**config.mk**
```make
export PLATFORM = sky130hd
export DESIGN_NAME = led_matrix_dirty_row_refresh_flat
export DESIGN_NICKNAME = d
export VERILOG_FILES = /design/src/rtl/lmdr_pkg.sv /design/src/rtl/lmdr_if.sv /design/src/rtl/led_matrix_dirty_row_refresh.sv /design/src/flat_wrapper.sv
export SDC_FILE = /design/constraint.sdc
export NUM_CORES = 1
export LEC_CHECK = 0
export BUFFER_PORTS_ARGS = -buffer_cell sky130_fd_sc_hd__buf_2
export CORE_ASPECT_RATIO = 1.2
export CORE_MARGIN = 4
export CORE_UTILIZATION = 32
export CTS_CLUSTER_SIZE = 12
export DETAILED_ROUTE_END_ITERATION = 6
export PLACE_DENSITY = 0.59
export REMOVE_ABC_BUFFERS = 1
export SYNTH_ARGS = -nofsm -noshare
export SYNTH_HDL_FRONTEND = slang
export SYNTH_SLANG_ARGS = --single-unit
```
**constraint.sdc**
```tcl
create_clock -name clk -period 3.95 [get_ports clk]
set_input_delay 0.5925 -clock clk [delete_from_list [all_inputs] [get_ports clk]]
set_output_delay 0.5925 -clock clk [all_outputs]
set_load 0.03 [all_outputs]
```
**src/rtl/lmdr_pkg.sv**
```systemverilog
// Shared widths, function codes and driver register codes for the LED matrix refresh block.
package lmdr_pkg;

    localparam int ROWS     = 8;
    localparam int ROW_W    = 3;
    localparam int PANEL_W  = 3;
    localparam int VALUE_W  = 8;
    localparam int FUNC_W   = 2;
    localparam int WORD_W   = 16;
    localparam int BRIGHT_W = 4;

    typedef logic [FUNC_W-1:0]   func_t;
    typedef logic [ROW_W-1:0]    row_t;
    typedef logic [PANEL_W-1:0]  panel_t;
    typedef logic [VALUE_W-1:0]  value_t;
    typedef logic [WORD_W-1:0]   word_t;
    typedef logic [BRIGHT_W-1:0] bright_t;

    // request function codes
    localparam func_t FUNC_WRITE    = 2'd0;
    localparam func_t FUNC_REFRESH  = 2'd1;
    localparam func_t FUNC_POWER    = 2'd2;
    localparam func_t FUNC_SETTINGS = 2'd3;

    // driver register map
    localparam logic [7:0] REG_DIGIT0    = 8'h01;
    localparam logic [7:0] REG_DECODE    = 8'h09;
    localparam logic [7:0] REG_INTENSITY = 8'h0A;
    localparam logic [7:0] REG_SCANLIMIT = 8'h0B;
    localparam logic [7:0] REG_SHUTDOWN  = 8'h0C;
    localparam logic [7:0] REG_TEST      = 8'h0F;
    localparam logic [7:0] SCAN_ALL_ROWS = 8'h07;

    // settings sequence frame order
    localparam logic [1:0] SET_TEST      = 2'd0;
    localparam logic [1:0] SET_DECODE    = 2'd1;
    localparam logic [1:0] SET_INTENSITY = 2'd2;
    localparam logic [1:0] SET_SCANLIMIT = 2'd3;

    function automatic word_t settings_word(input logic [1:0] fidx, input bright_t bright);
        word_t w;
        case (fidx)
            SET_TEST:      w = {REG_TEST, 8'h00};
            SET_DECODE:    w = {REG_DECODE, 8'h00};
            SET_INTENSITY: w = {REG_INTENSITY, 4'h0, bright};
            default:       w = {REG_SCANLIMIT, SCAN_ALL_ROWS};
        endcase
        return w;
    endfunction

endpackage

```
**src/rtl/lmdr_if.sv**
```systemverilog
// Valid/ready channel interfaces: request, result and configuration write.
interface lmdr_req_if import lmdr_pkg::*; ();
    logic   valid;
    logic   ready;
    func_t  func;
    row_t   row;
    panel_t panel;
    value_t value;

    modport source (output valid, output func, output row, output panel, output value,
                    input ready);
    modport sink   (input valid, input func, input row, input panel, input value,
                    output ready);
endinterface

interface lmdr_res_if import lmdr_pkg::*; ();
    logic  valid;
    logic  ready;
    word_t word;
    logic  frame_end;
    logic  last;

    modport source (output valid, output word, output frame_end, output last, input ready);
    modport sink   (input valid, input word, input frame_end, input last, output ready);
endinterface

interface lmdr_cfg_if import lmdr_pkg::*; ();
    logic    valid;
    logic    ready;
    bright_t data;

    modport source (output valid, output data, input ready);
    modport sink   (input valid, input data, output ready);
endinterface

```
**src/rtl/led_matrix_dirty_row_refresh.sv**
```systemverilog
// Dirty-row framebuffer refresh for a chain of LED matrix drivers (top level).
// Segment write: read, then compare and write back on a change; no result.
// Refresh (up to 8*PANELS words): rows examined in turn; each word read, then output.
// Power: PANELS words, settings: 4*PANELS words, one per cycle while results are taken.
// One request is worked at a time; results wait in a single output register.
// Reset: frame store reads as zero with every mark set through per-entry valid flops.
module led_matrix_dirty_row_refresh
    import lmdr_pkg::*;
#(
    parameter int PANELS = 8
)
(
    input  logic         clk,
    input  logic         rst_n,
    lmdr_req_if.sink     req,
    lmdr_res_if.source   res,
    lmdr_cfg_if.sink     cfg
);

    localparam int CELLS = ROWS * PANELS;
    localparam int AW    = $clog2(CELLS);
    localparam int PW    = (PANELS > 1) ? $clog2(PANELS) : 1;
    localparam int CW    = (PW > PANEL_W) ? PW : PANEL_W;
    localparam int DW    = VALUE_W + 1;     // {dirty, data}

    localparam logic [2:0] S_IDLE    = 3'd0;
    localparam logic [2:0] S_WR_CMP  = 3'd1;
    localparam logic [2:0] S_REF_ROW = 3'd2;
    localparam logic [2:0] S_REF_RD  = 3'd3;
    localparam logic [2:0] S_REF_OUT = 3'd4;
    localparam logic [2:0] S_BCAST   = 3'd5;

    // framebuffer memory: one entry per (row, panel), holding mark and byte
    logic [DW-1:0] mem [CELLS];
    logic [DW-1:0] rdata_reg;
    logic          rvalid_reg;

    // entries never written read as byte zero with mark set
    logic [CELLS-1:0] valid_reg, valid_next;
    // a row flag is set when any panel of that row is marked dirty
    logic [ROWS-1:0]  row_dirty_reg, row_dirty_next;

    logic [2:0]    state_reg, state_next;
    logic          on_reg, on_next;
    bright_t       bright_reg, bright_next;
    row_t          row_reg, row_next;
    panel_t        panel_reg, panel_next;
    value_t        value_reg, value_next;
    row_t          rcnt_reg, rcnt_next;
    logic [PW-1:0] pcnt_reg, pcnt_next;
    logic [1:0]    fcnt_reg, fcnt_next;
    logic          bc_set_reg, bc_set_next;

    logic          res_valid_reg, res_valid_next;
    word_t         word_reg, word_next;
    logic          frame_end_reg, frame_end_next;
    logic          last_reg, last_next;

    // memory access controls
    logic          mem_we;
    logic          mem_re;
    logic [DW-1:0] mem_wdata;
    row_t          addr_row;
    logic [CW-1:0] addr_col;
    logic [AW-1:0] addr;

    logic          out_free;
    logic          pcnt_last;
    logic          cur_dirty;
    value_t        cur_data;
    logic          later_dirty;

    assign addr = AW'(addr_row) * AW'(PANELS) + AW'(addr_col);

    assign req.ready     = (state_reg == S_IDLE);
    assign cfg.ready     = 1'b1;
    assign res.valid     = res_valid_reg;
    assign res.word      = word_reg;
    assign res.frame_end = frame_end_reg;
    assign res.last      = last_reg;

    // output register can take a word when empty or being drained this cycle
    assign out_free  = !res_valid_reg || res.ready;
    assign pcnt_last = (pcnt_reg == PW'(PANELS - 1));
    assign cur_dirty = rvalid_reg ? rdata_reg[VALUE_W] : 1'b1;
    assign cur_data  = rvalid_reg ? rdata_reg[VALUE_W-1:0] : '0;

    // any dirty row after the one being sent decides the request's last word
    always_comb
    begin
        later_dirty = 1'b0;
        for (int r = 0; r < ROWS; r++)
        begin
            if ((ROW_W'(r) > rcnt_reg) && row_dirty_reg[r])
            begin
                later_dirty = 1'b1;
            end
        end
    end

    always_comb
    begin
        state_next     = state_reg;
        on_next        = on_reg;
        bright_next    = cfg.valid ? cfg.data : bright_reg;
        row_next       = row_reg;
        panel_next     = panel_reg;
        value_next     = value_reg;
        rcnt_next      = rcnt_reg;
        pcnt_next      = pcnt_reg;
        fcnt_next      = fcnt_reg;
        bc_set_next    = bc_set_reg;
        valid_next     = valid_reg;
        row_dirty_next = row_dirty_reg;
        res_valid_next = res_valid_reg && !res.ready;
        word_next      = word_reg;
        frame_end_next = frame_end_reg;
        last_next      = last_reg;
        mem_we         = 1'b0;
        mem_re         = 1'b0;
        mem_wdata      = '0;
        addr_row       = rcnt_reg;
        addr_col       = CW'(pcnt_reg);

        case (state_reg)
            S_IDLE:
            begin
                if (req.valid)
                begin
                    row_next   = req.row;
                    panel_next = req.panel;
                    value_next = req.value;
                    case (req.func)
                        FUNC_WRITE:
                        begin
                            // panels beyond the chain are dropped
                            if (int'(req.panel) < PANELS)
                            begin
                                addr_row   = req.row;
                                addr_col   = CW'(req.panel);
                                mem_re     = 1'b1;
                                state_next = S_WR_CMP;
                            end
                        end
                        FUNC_REFRESH:
                        begin
                            if (on_reg)
                            begin
                                rcnt_next  = '0;
                                state_next = S_REF_ROW;
                            end
                        end
                        FUNC_POWER:
                        begin
                            // shutdown frame only on a change of power state
                            if (req.value[0] != on_reg)
                            begin
                                on_next     = req.value[0];
                                bc_set_next = 1'b0;
                                pcnt_next   = '0;
                                fcnt_next   = '0;
                                state_next  = S_BCAST;
                            end
                        end
                        default:
                        begin
                            bc_set_next = 1'b1;
                            pcnt_next   = '0;
                            fcnt_next   = SET_TEST;
                            state_next  = S_BCAST;
                        end
                    endcase
                end
            end

            S_WR_CMP:
            begin
                // stored byte is back; write and mark only on a change
                addr_row = row_reg;
                addr_col = CW'(panel_reg);
                if (cur_data != value_reg)
                begin
                    mem_we                  = 1'b1;
                    mem_wdata               = {1'b1, value_reg};
                    valid_next[addr]        = 1'b1;
                    row_dirty_next[row_reg] = 1'b1;
                end
                state_next = S_IDLE;
            end

            S_REF_ROW:
            begin
                if (row_dirty_reg[rcnt_reg])
                begin
                    pcnt_next  = '0;
                    state_next = S_REF_RD;
                end
                else if (rcnt_reg == ROW_W'(ROWS - 1))
                begin
                    state_next = S_IDLE;
                end
                else
                begin
                    rcnt_next = rcnt_reg + 1'b1;
                end
            end

            S_REF_RD:
            begin
                mem_re     = 1'b1;
                state_next = S_REF_OUT;
            end

            S_REF_OUT:
            begin
                if (out_free)
                begin
                    res_valid_next = 1'b1;
                    word_next      = cur_dirty ? {REG_DIGIT0 + 8'(rcnt_reg), cur_data} : '0;
                    frame_end_next = pcnt_last;
                    last_next      = pcnt_last && !later_dirty;
                    // clear the mark of a sent panel
                    if (cur_dirty)
                    begin
                        mem_we           = 1'b1;
                        mem_wdata        = {1'b0, cur_data};
                        valid_next[addr] = 1'b1;
                    end
                    if (pcnt_last)
                    begin
                        row_dirty_next[rcnt_reg] = 1'b0;
                        if (later_dirty)
                        begin
                            rcnt_next  = rcnt_reg + 1'b1;
                            state_next = S_REF_ROW;
                        end
                        else
                        begin
                            state_next = S_IDLE;
                        end
                    end
                    else
                    begin
                        pcnt_next  = pcnt_reg + 1'b1;
                        state_next = S_REF_RD;
                    end
                end
            end

            S_BCAST:
            begin
                if (out_free)
                begin
                    res_valid_next = 1'b1;
                    word_next      = bc_set_reg ? settings_word(fcnt_reg, bright_reg)
                                                : {REG_SHUTDOWN, 7'b0, on_reg};
                    frame_end_next = pcnt_last;
                    last_next      = pcnt_last && (!bc_set_reg || fcnt_reg == SET_SCANLIMIT);
                    if (pcnt_last)
                    begin
                        pcnt_next = '0;
                        if (!bc_set_reg || fcnt_reg == SET_SCANLIMIT)
                        begin
                            state_next = S_IDLE;
                        end
                        else
                        begin
                            fcnt_next = fcnt_reg + 1'b1;
                        end
                    end
                    else
                    begin
                        pcnt_next = pcnt_reg + 1'b1;
                    end
                end
            end

            default:
            begin
                state_next = S_IDLE;
            end
        endcase
    end

    always_ff @(posedge clk or negedge rst_n)
    begin
        if (!rst_n)
        begin
            state_reg     <= S_IDLE;
            on_reg        <= 1'b0;
            bright_reg    <= 4'd7;
            valid_reg     <= '0;
            row_dirty_reg <= '1;
            res_valid_reg <= 1'b0;
            rcnt_reg      <= '0;
            pcnt_reg      <= '0;
            fcnt_reg      <= '0;
            bc_set_reg    <= 1'b0;
        end
        else
        begin
            state_reg     <= state_next;
            on_reg        <= on_next;
            bright_reg    <= bright_next;
            valid_reg     <= valid_next;
            row_dirty_reg <= row_dirty_next;
            res_valid_reg <= res_valid_next;
            rcnt_reg      <= rcnt_next;
            pcnt_reg      <= pcnt_next;
            fcnt_reg      <= fcnt_next;
            bc_set_reg    <= bc_set_next;
        end
    end

    // request and result payload
    always_ff @(posedge clk)
    begin
        row_reg       <= row_next;
        panel_reg     <= panel_next;
        value_reg     <= value_next;
        word_reg      <= word_next;
        frame_end_reg <= frame_end_next;
        last_reg      <= last_next;
    end

    // single-port framebuffer, registered read
    always_ff @(posedge clk)
    begin
        if (mem_we)
        begin
            mem[addr] <= mem_wdata;
        end
        if (mem_re)
        begin
            rdata_reg  <= mem[addr];
            rvalid_reg <= valid_reg[addr];
        end
    end

endmodule

```
**src/flat_wrapper.sv**
```systemverilog
// flat-port wrapper written by rule: the top's interface ports become plain ports
module led_matrix_dirty_row_refresh_flat import lmdr_pkg::*;
#(
    parameter int PANELS = 8
)
  (clk, rst_n, req_valid, req_func, req_row, req_panel, req_value, req_ready, res_valid, res_word, res_frame_end, res_last, res_ready, cfg_valid, cfg_data, cfg_ready);
  lmdr_req_if req_i ();
  lmdr_res_if res_i ();
  lmdr_cfg_if cfg_i ();
  input  logic clk;
  input  logic rst_n;
  input wire logic [$bits(req_i.valid)-1:0] req_valid;
  input wire logic [$bits(req_i.func)-1:0] req_func;
  input wire logic [$bits(req_i.row)-1:0] req_row;
  input wire logic [$bits(req_i.panel)-1:0] req_panel;
  input wire logic [$bits(req_i.value)-1:0] req_value;
  output wire logic [$bits(req_i.ready)-1:0] req_ready;
  output wire logic [$bits(res_i.valid)-1:0] res_valid;
  output wire logic [$bits(res_i.word)-1:0] res_word;
  output wire logic [$bits(res_i.frame_end)-1:0] res_frame_end;
  output wire logic [$bits(res_i.last)-1:0] res_last;
  input wire logic [$bits(res_i.ready)-1:0] res_ready;
  input wire logic [$bits(cfg_i.valid)-1:0] cfg_valid;
  input wire logic [$bits(cfg_i.data)-1:0] cfg_data;
  output wire logic [$bits(cfg_i.ready)-1:0] cfg_ready;
  assign req_i.valid = req_valid;
  assign req_i.func = req_func;
  assign req_i.row = req_row;
  assign req_i.panel = req_panel;
  assign req_i.value = req_value;
  assign req_ready = req_i.ready;
  assign res_valid = res_i.valid;
  assign res_word = res_i.word;
  assign res_frame_end = res_i.frame_end;
  assign res_last = res_i.last;
  assign res_i.ready = res_ready;
  assign cfg_i.valid = cfg_valid;
  assign cfg_i.data = cfg_data;
  assign cfg_ready = cfg_i.ready;
  led_matrix_dirty_row_refresh #(.PANELS(PANELS)) u_core (.clk(clk), .rst_n(rst_n), .req(req_i), .res(res_i), .cfg(cfg_i));
endmodule
```
==> key figures <==
Status
  – Status: complete, no violations

Logic synthesis
  – Seq/Total Area, Yosys: 70.6%
  – Flops & latches, synth: 704
  – Post-synthesis compound-gate area fraction: 13.2%
  – Largest family of logic cells by synthesized area: compound AO/OA/AOI/OAI gates
  – Simple-Gate Fraction of Synth Area: 9.02%
  – Ys flop type: edfxtp_1
  – Post-synth top cells: edfxtp_1, nand2_1, nor2_1
  – Post-synth top area share: 62.9%
  – Cell taking the most area after synthesis: edfxtp_1
  – Post-synth EDFFs: 614
  – Post-Synth Adder-Cell Area: 0.469%
  – Yosys cell types: 77
  – Syn Area/Cell: 14.1 um2
  – Post-synth ARST share: 12.8%
  – Post-synthesis mux area share: 3.81%
  – Most numerous cell in the Yosys netlist: edfxtp_1
  – Synthesized instance count: 2,086
  – Synth Cell Area: 0.0293 mm2
  – Synth area leaders: edfxtp_1, dfrtp_1, nand2_1, mux2_2, a211oi_1
  – Yosys warns: 0
  – XOR/XNOR Fraction of Synth Area: 0.149%

Power and ir drop
  – Seq pwr share: 35.4%
  – Logic pwr share: 41.7%
  – Peak supply drop: 517 uV
  – Pint: 17.0 mW
  – Clk network pwr share: 22.9%
  – Static Leakage: 11.9 nW
  – Sw power: 11.0 mW
  – Final Power: 28.0 mW
  – Sw Share: 39.2%
  – Pwr dens: 819 mW/mm2

Timing
  – Max Slew Vio Count: 0
  – Max Freq: 0.262 GHz
  – Hold Vio Cnt, Final: 0
  – Tmin final: 3820 ps
  – Fin crit share: 96.8%
  – Relative slew slack: 19.4%
  – RSZ-0062 raised after global routing: no
  – Slew @ Worst Pin: 1210 ps
  – Endpoints failing setup: 0
  – Worst clock skew: 23.6 ps

Clock tree
  – Num Clock Sinks: 704
  – Clk buf depth: 3
  – H-tree depth: 3
  – Clk root buf: clkbuf_16
  – Clk_lat worst skew: 630 ps
  – CTS Buf Count: 73
  – CTS tree: done
  – Worst-path clk slew: 60 ps

Detailed routing
  – Total number of vias: 19.2k
  – DR DRC count: 0
  – Initial drt markers: 2,200
  – Vias per cell: 5.58
  – Detailed Route WL: 84,000 um
  – TritonRoute pass-1 iters: 7
  – ANT nets after route: 0
  – WL per Instance: 24.4 um

Finish
  – Max reg flops: 576
  – Fillers: 8,494
  – Antenna cells: 0
  – Final #Nets: 2,279
  – Post-route insts no fill: 3,448
  – Share of cells above drive strength 1: 18.8%
  – Area Overhead vs Synth: 16.7%

GRT
  – Largest net degree at the start of global routing: 75
  – Number of global-route vias before repair: 19.4k
  – Overall routing resource usage: 17.0%
  – Initial antenna violation count: 0
  – First-pass GRT wire length: 126,000 um
  – Total gr overflow: 0

Die
  – # IOs: 46
  – Die height: 340 um
  – Starting density of the core: 32.3%
  – Rows: 121
  – DIE WIDTH: 284 um
  – Die area: 0.0966 mm2
  – Core Area: 0.0908 mm2

Worst setup path
  – Critical setup path kind: reg -> reg
  – Critical Path RT: 4420 ps
  – Worst setup EP type: flop
  – Crit-path cells: or2_0, nor4_1, nor3_2, nand3_2, a2111oi_0, a2111oi_0, buf_4, o2111a_1, buf_4, nand4_1
  – Crit path launch type: flop
  – Slowest cell on crit path: a2111oi_0
  – Critical path arrival: 4290 ps
  – Worst stage delay on the critical path: 760 ps
  – Worst-path fanout max: 11

Hold path
  – Hold/Removal Path Class: in -> reg

Placed design
  – RePlAce Congestion: 0.905
  – Half-perimeter wire length after placement: 53,400 um
  – Port-buffer cells: 40
  – Post-Place Cells: 3,335

Run
  – Max-cap violations: 0
==> kinds of logic (layout without fill, tap and decap cells) <==
logic type	count (synthesis)	count (layout)
and+or+nand+nor	560	560
xor gates and xnor gates	5	5
other	2	5
AOI/OAI and AO/OA	531	531
muxes	104	104
adders and majority gates	11	11
DFF	704	704
buffers and inverters	169	360
==> cells in the final DEF, fill, tap and decap left out, types with 19 or more instances in the layout <==
| master | netlist | routed |
|---|---|---|
| a2111oi_0 | 29 | 29 |
| a211oi_1 | 82 | 81 |
| a21oi_1 | 52 | 52 |
| a221oi_1 | 19 | 19 |
| a22oi_1 | 50 | 49 |
| a311oi_1 | 30 | 30 |
| and3_1 | 73 | 73 |
| buf_12 | 0 | 19 |
| buf_2 | 47 | 39 |
| buf_4 | 13 | 178 |
| clkbuf_16 | 0 | 77 |
| dfrtp_1 | 79 | 79 |
| edfxtp_1 | 614 | 614 |
| mux2_2 | 55 | 55 |
| mux2i_1 | 47 | 47 |
| nand2_1 | 211 | 209 |
| nand3_1 | 64 | 64 |
| nor2_1 | 116 | 113 |
| o21ai_0 | 73 | 73 |
| o21bai_1 | 65 | 65 |
| o22ai_1 | 22 | 22 |
==> final timing paths <==
kind | start | end | slack [ps] | cells past startpoint
min in group asynchronous | rst_n | u_core.rcnt_reg[0] | 450 | 2
worst min-delay path | req_value[1] | u_core.value_reg[1] | 170 | 1
max in group asynchronous | rst_n | u_core.valid_reg[41] | 2650 | 3
worst max register to register | u_core.state_reg[2] | u_core.rdata_reg[0] | 130 | 10
worst max-delay path | u_core.state_reg[2] | u_core.rdata_reg[0] | 130 | 10
worst min register to register | u_core.valid_reg[45] | u_core.valid_reg[45] | 470 | 1
==> power by group through the flow <==
stage	clock, mW	sequential (mW)	combinational, mW
4_1_cts	6.55	9.89	11.6
3_5_place_dp	0	10.0	11.6
5_1_grt	6.85	9.97	12.4
3_3_place_gp	0	10.0	11.4
2_1_floorplan	0	10.0	6.16
6_report	6.43	9.91	11.7
==> repair_timing <==
action | 4_1_cts | 5_1_grt
hold endpoints to repair | 17 | 0
gates resized for setup | 0 | 2
buffers inserted | 0 | 0
hold buffers | 1 | 0
endpoints found under the setup margin | 0 | 25
==> stage by stage <==
stage | area [um2] | TNS [ps] | hold WS [ps] | utilization (%) | worst slack [ps]
detailed placement | 32100 | -837 | 454 | 35.3 | -179
finish | 34200 | 0 | 171 | 37.7 | 126
floorplan | 28600 | -2206750 | 297 | - | -3990
global route | 34200 | 0 | 159 | 37.7 | 15.5
global placement | 32100 | -96.3 | 451 | 35.3 | -61.3
CTS | 34200 | 0 | 133 | 37.7 | 15.1
==> final cells by class <==
cell class                      count  area [um2]  area share, %
Sequential cell                   704       20700           60.5
Multi-Input combinational cell   1216        7950           23.2
Clock buffer                       96        2020           5.90
Timing Repair Buffer              237        1920           5.61
Tap cell                         1168        1460           4.27
Clock inverter                     16         143          0.417
Inverter                           11        41.3          0.121
==> worst max-delay path: cells and delay by family, from the launching register on <==
| family | cells | cell delay (ps) |
|---|---|---|
| buf+inv | 2 | 380 |
| simple gates | 5 | 1740 |
| flops | 1 | 460 |
| compound gates | 3 | 1070 |
==> metal layers <==
metal / vias up / GRT usage (%) / part of all wire [%]
li1: 8436 / - / -
met1: 9789 / 21.5 / 40
met2: 844 / 29.4 / 50
met3: 160 / 2.29 / 5.9
met4: 0 / 7.27 / 3.8
met5: - / 0 / 0
Power figures use the tool's default switching activity.
